==> src/rtd_sqrt.sv <==
// Pipelined integer square root, one result bit per stage.
module rtd_sqrt #(
   parameter int TAG_W = 1
) (
   input  logic             clock,
   input  logic             reset,
   input  logic             advance,
   input  logic             in_valid,
   input  logic [63:0]      in_rad,
   input  logic [TAG_W-1:0] in_tag,
   output logic             out_valid,
   output logic [31:0]      out_root,
   output logic [TAG_W-1:0] out_tag
);
   logic [63:0]      rem_ff [33];
   logic [31:0]      root_ff [33];
   logic [TAG_W-1:0] tag_ff [33];
   logic             vld_ff [33];

   always_ff @(posedge clock) begin
      if (reset) begin
         for (int i = 0; i <= 32; i++) vld_ff[i] <= 1'b0;
      end else if (advance) begin
         vld_ff[0] <= in_valid;
         for (int i = 1; i <= 32; i++) vld_ff[i] <= vld_ff[i-1];
      end
   end

   // trial: (2*root*2^k + 4^k) <= rem, with k from 31 down to 0
   always_ff @(posedge clock) begin
      if (advance) begin
         rem_ff[0]  <= in_rad;
         root_ff[0] <= '0;
         tag_ff[0]  <= in_tag;
         for (int i = 1; i <= 32; i++) begin
            logic [65:0] trial;
            trial = ({34'd0, root_ff[i-1]} << (33 - i)) + (66'd1 << (2 * (32 - i)));
            if ({2'b00, rem_ff[i-1]} >= trial) begin
               rem_ff[i]  <= rem_ff[i-1] - trial[63:0];
               root_ff[i] <= root_ff[i-1] | (32'd1 << (32 - i));
            end else begin
               rem_ff[i]  <= rem_ff[i-1];
               root_ff[i] <= root_ff[i-1];
            end
            tag_ff[i] <= tag_ff[i-1];
         end
      end
   end

   assign out_valid = vld_ff[32];
   assign out_root  = root_ff[32];
   assign out_tag   = tag_ff[32];
endmodule

==> config.mk <==
export PLATFORM = sky130hd
export DESIGN_NAME = rtd_sqrt
export DESIGN_NICKNAME = d
export VERILOG_FILES = /design/src/rtd_sqrt.sv
export SDC_FILE = /design/constraint.sdc
export NUM_CORES = 2
export LEC_CHECK = 0
export BUFFER_PORTS_ARGS = -buffer_cell sky130_fd_sc_hd__buf_2
export CAP_MARGIN = 10
export CORE_ASPECT_RATIO = 0.7
export CORE_MARGIN = 8
export CORE_UTILIZATION = 40
export DETAILED_ROUTE_END_ITERATION = 10
export PLACE_DENSITY = 0.52
export SLEW_MARGIN = 40
export SYNTH_ARGS = -nofsm -noshare
export SYNTH_HDL_FRONTEND = slang
export SYNTH_SLANG_ARGS = --single-unit
==> constraint.sdc <==
create_clock -name clock -period 5.4 [get_ports clock]
set_clock_uncertainty 0.1 [all_clocks]
set_input_delay 0 -clock clock [delete_from_list [all_inputs] [get_ports clock]]
set_output_delay 0 -clock clock [all_outputs]
set_load 0.005 [all_outputs]
# After elaboration in Yosys (flattened, before gate mapping)

Memories as Yosys holds them, arrays and structs flattened.
Cells that the tools add are included.

Bits in writable memories: 3234
Input bits: 69
Memories: 4
Logic and storage cells: 492
Register bits after elaboration: 0
Output and inout bits: 34

Bitwise operators: 97
Add/sub/neg operators: 64
Mux-type cells: 295
Magnitude comparators: 32

Memories:

| memory  | depth | width | read ports | clocked after memory_dff | wr ports | line | RTL |
|---|---|---|---|---|---|---|---|
| rem_ff  | 33    | 64    | 32         | 0                        | 33       | 15   | `logic [63:0] rem_ff [33];` |
| root_ff | 33    | 32    | 33         | 0                        | 33       | 16   | `logic [31:0] root_ff [33];` |
| tag_ff  | 33    | 1     | 33         | 0                        | 33       | 17   | `logic [TAG_W-1:0] tag_ff [33];` |
| vld_ff  | 33    | 1     | 33         | 0                        | 33       | 18   | `logic vld_ff [33];` |

Operators with widths:

| operator               | count |
|---|---|
| $mux 64                | 32 |
| $mux 32                | 32 |
| $mux 1                 | 231 |
| $sub 64x64->64         | 2 |
| $or 1x1->1             | 97 |
| $add 64x63->65 const B | 1 |
| $ge 64x65->1           | 1 |
| $add 63x61->64 const B | 1 |
| $ge 64x34->1           | 1 |
| $ge 64x35->1           | 1 |
| $ge 64x36->1           | 1 |
| $ge 64x37->1           | 1 |
| $ge 64x38->1           | 1 |
| $ge 64x39->1           | 1 |
| $ge 64x40->1           | 1 |
| $ge 64x41->1           | 1 |
| $ge 64x42->1           | 1 |
| $ge 64x43->1           | 1 |
| $ge 64x44->1           | 1 |
| $ge 64x45->1           | 1 |
| $ge 64x46->1           | 1 |
| $ge 64x47->1           | 1 |
| $ge 64x48->1           | 1 |
| $ge 64x49->1           | 1 |
| other kinds (75)       | 75 |

# Logic depth before layout (Yosys ltp)

Depth after elaboration: 6
Gate-level depth with buffers: 14
Gate-level depth less buffers: 13

# Least setup slack after synthesis

No wires, ideal clock.

Path type: reg2reg
Start point: memory rem_ff[26][28]
End point: memory rem_ff[27][59] (data pin)
Arrival: 3.581 ns
Slack: 1.462 ns
Path buffers: 2
Period minus slack after synthesis: 3.938 ns
Setup time: 0.258 ns
Cell stages (with the launch flop): 13
Data required time: 5.042 ns
Cell sequence: edfxtp_1 ha_1 clkbuf_1 nand4_1 or4_4 o21bai_1 o2111a_1 o311a_1 or2_1 or4_4 buf_6 or4_4 xnor2_2

RTL lines:

| item            | line |
|---|---|
| start, declared | 15 |

==> impl_metrics.json <==
{
  "start_kind": "register",
  "cts-buffers-inserted": 284,
  "first_pass_iters": 6,
  "fp.dieH_um": 484,
  "mostFrequentLayoutCell": "edfxtp_1",
  "via_count": 80773,
  "required_ns": 5.87,
  "dp_hpwl_mm": 247,
  "rows": 172,
  "cts_buffer_depth": 4,
  "cp_max_fo": 8,
  "layout.nets": 10934,
  "drtAntennaViolNets": 0,
  "rsz0062_at_grt": "no",
  "design.die.area_sq_mm": 0.331,
  "antenna_found_initial": 36,
  "syn_area_per_cell_sq_um": 12.7,
  "syn_nets": 10519,
  "setup_violations": 0,
  "powerDensity_mw_per_mm2": 418,
  "die_w_um": 685,
  "via_per_inst": 5.49,
  "synth_edf_count": 2642,
  "io_pins": 103,
  "wl_per_cell_um": 22.3,
  "grt_start_max_net_pins": 167,
  "drc_errors": 0,
  "min_period_over_period_pct": 91.6,
  "cap_viol_max_count": 0,
  "hold_viol": 0,
  "top_layer": "met5",
  "post_cts_buffers": 0,
  "ys_ff_latch": 2642,
  "met3_wirelength_mm": 28.6,
  "rr_startpoint": "rem_ff[28][42]",
  "grt_pass1_vias": 76601,
  "worstPathArrival_ns": 5.42,
  "clockRootBuffer": "clkbuf_16",
  "portBuffers": 102,
  "wl_met2_mm": 130,
  "crit_type": "reg2reg",
  "hold_ws_ns": 0.110,
  "cts_sinks": 2642,
  "synth_area_sq_mm": 0.125,
  "whs_endpoint": "vld_ff[0][28]",
  "h-tree-depth": 5,
  "clk_pin_slew_ns": 0.06,
  "maxSlewHeadroom_pct": 41.0,
  "synthArstFlopShare_pct": 0,
  "rr_worst_depth": 11,
  "final_cell_mix": "edfxtp_1, nand2_1, inv_1",
  "worstMarginPinSlew_ns": 0.876,
  "reg2reg_slack_ns": 0.45,
  "drt_iter0_drc": 8320,
  "overflow": 0,
  "cts_tree": "done",
  "nFillCells": 28092,
  "drive_above_1_share_pct": 7.50,
  "drt_wl_total_mm": 328,
  "yosys_warnings": 0,
  "min_from": "reset",
  "max_freq_mhz": 202,
  "grt_pass1_wl_mm": 490,
  "core_sq_mm": 0.312,
  "ys_seq_area_share_pct": 63.4,
  "drv_slew": 0,
  "wl_met1_mm": 164,
  "clk-insertion-delay-late_ns": 0.87,
  "ir_drop_uv": 262,
  "gp_congestion": 0.899,
  "final.setup.tns_ns": 0,
  "cp-end-kind": "register",
  "initial_core_util_pct": 40.1,
  "status": "completed",
  "p_leak_nw": 52.4,
  "hold_depth": 4,
  "netlist_instances": 9892,
  "rr_endpoint": "rem_ff[29][45]",
  "ys.flop_type": "edfxtp_1",
  "globalRouteTotalUtil_pct": 19.1,
  "synthToLayoutAreaGrowth_pct": 13.3,
  "hp-class": "in2reg",
  "synth_cell_types": 97,
  "fin_crit_ns": 4.95
}
==> synthesized netlist by cell type, types with 16 or more instances <==
cell / n / share of area (%)
nor4b_1: 56 / 0.39
or4_1: 85 / 0.51
nor4_1: 362 / 1.8
o211ai_1: 32 / 0.19
mux2_2: 58 / 0.52
nor3_1: 267 / 1.1
inv_1: 675 / 2.0
nand4b_1: 28 / 0.20
nand3b_1: 44 / 0.26
or3_1: 119 / 0.59
and3_1: 47 / 0.23
ha_1: 558 / 5.6
edfxtp_1: 2642 / 63
xor2_1: 426 / 3.0
a31oi_1: 47 / 0.23
nor3b_1: 28 / 0.17
and2_1: 71 / 0.35
nor2b_1: 77 / 0.38
o21ai_0: 541 / 2.2
a21boi_0: 23 / 0.14
or2_2: 43 / 0.21
clkbuf_1: 191 / 0.57
o21a_1: 93 / 0.56
o21bai_1: 48 / 0.29
a211oi_1: 48 / 0.29
o31ai_1: 32 / 0.19
a311oi_1: 16 / 0.11
nand2b_1: 126 / 0.63
and4_1: 19 / 0.13
nand4_1: 154 / 0.77
xnor2_1: 462 / 3.2
a21o_1: 236 / 1.4
nand3_1: 158 / 0.63
nor2_1: 575 / 1.7
nand2_1: 731 / 2.2
a21oi_1: 529 / 2.1
==> stage by stage <==
stage	area [sq um]	total power [mW]	setup WS (ns)	util, %	cells
after global placement	131000	39.9	0.382	41.9	14055
after global routing	142000	62.1	0.323	45.4	14696
after floorplan	125000	35.9	1.46	-	9892
after detailed placement	131000	39.9	0.692	42.0	14057
final	142000	59.3	0.453	45.4	14705
after CTS	142000	59.7	0.678	45.3	14688
==> timing repair <==
action                    4_1_cts  5_1_grt
gates resized for setup         0        0
hold buffers                  135        0
hold endpoints to repair      768        0
==> worst max-delay path by stage <==
| stage | from | to | slack [ns] | cells after the start |
|---|---|---|---|---|
| 2_1_floorplan | rem_ff[26][28] | rem_ff[27][59] | 1.46 | 12 |
| 3_3_place_gp | rem_ff[23][44] | rem_ff[24][59] | 0.38 | 10 |
| 3_5_place_dp | rem_ff[28][42] | rem_ff[29][53] | 0.69 | 11 |
| 4_1_cts | rem_ff[28][42] | rem_ff[29][45] | 0.68 | 11 |
| 5_1_grt | rem_ff[28][42] | rem_ff[29][49] | 0.32 | 11 |
| 6_report | rem_ff[28][42] | rem_ff[29][45] | 0.45 | 11 |
==> sequential cells by signal (all words and copies together) (netlist names) <==
name     flops
rem_ff    2048
root_ff    528
tag_ff      33
vld_ff      33
==> critical path, stage by stage, from the launching register on <==
cell       delay (ns)
edfxtp_1         0.49
or4_1            0.59
nor3_1           0.66
nand2_1          0.41
nor3_1           0.79
o211ai_1         0.34
a211oi_4         0.31
inv_2            0.17
o2111ai_2        0.22
or2_1            0.37
nor4_1           0.10
xor2_1           0.15
==> cell type report <==
type | instances | area [sq um] | share of cell area (%)
timing repair buffer | 348 | 2920 | 2.06
clock buffer | 332 | 7480 | 5.27
multi-input combinational | 6353 | 42700 | 30.1
clock inverter | 164 | 1610 | 1.14
inverter | 678 | 2540 | 1.79
tap | 4176 | 5230 | 3.68
sequential | 2642 | 79300 | 55.9
antenna | 12 | 30.0 | 0.0212
==> power by group <==
| part | switching, mW | internal [mW] |
|---|---|---|
| registers | 2.04 | 25.8 |
| clock network | 8.08 | 11.3 |
| logic | 7.29 | 4.70 |
==> cells by family after synthesis <==
logic type / Yosys count / share of synthesized area (%)
simple gates: 3033 / 12.6
flops: 2642 / 63.4
compound gates: 1805 / 8.86
buf+inv: 897 / 2.73
xor+xnor: 889 / 6.23
fa+ha+maj: 558 / 5.58
mux: 68 / 0.602
==> per-layer routing <==
layer | vias to the layer above | track usage, %
met3 | 391 | 4.70
met4 | 2 | 3.52
met2 | 2690 | 26.0
met5 | - | 0
li1 | 37874 | -
met1 | 39816 | 30.6
(Power assumes the default switching activity.)
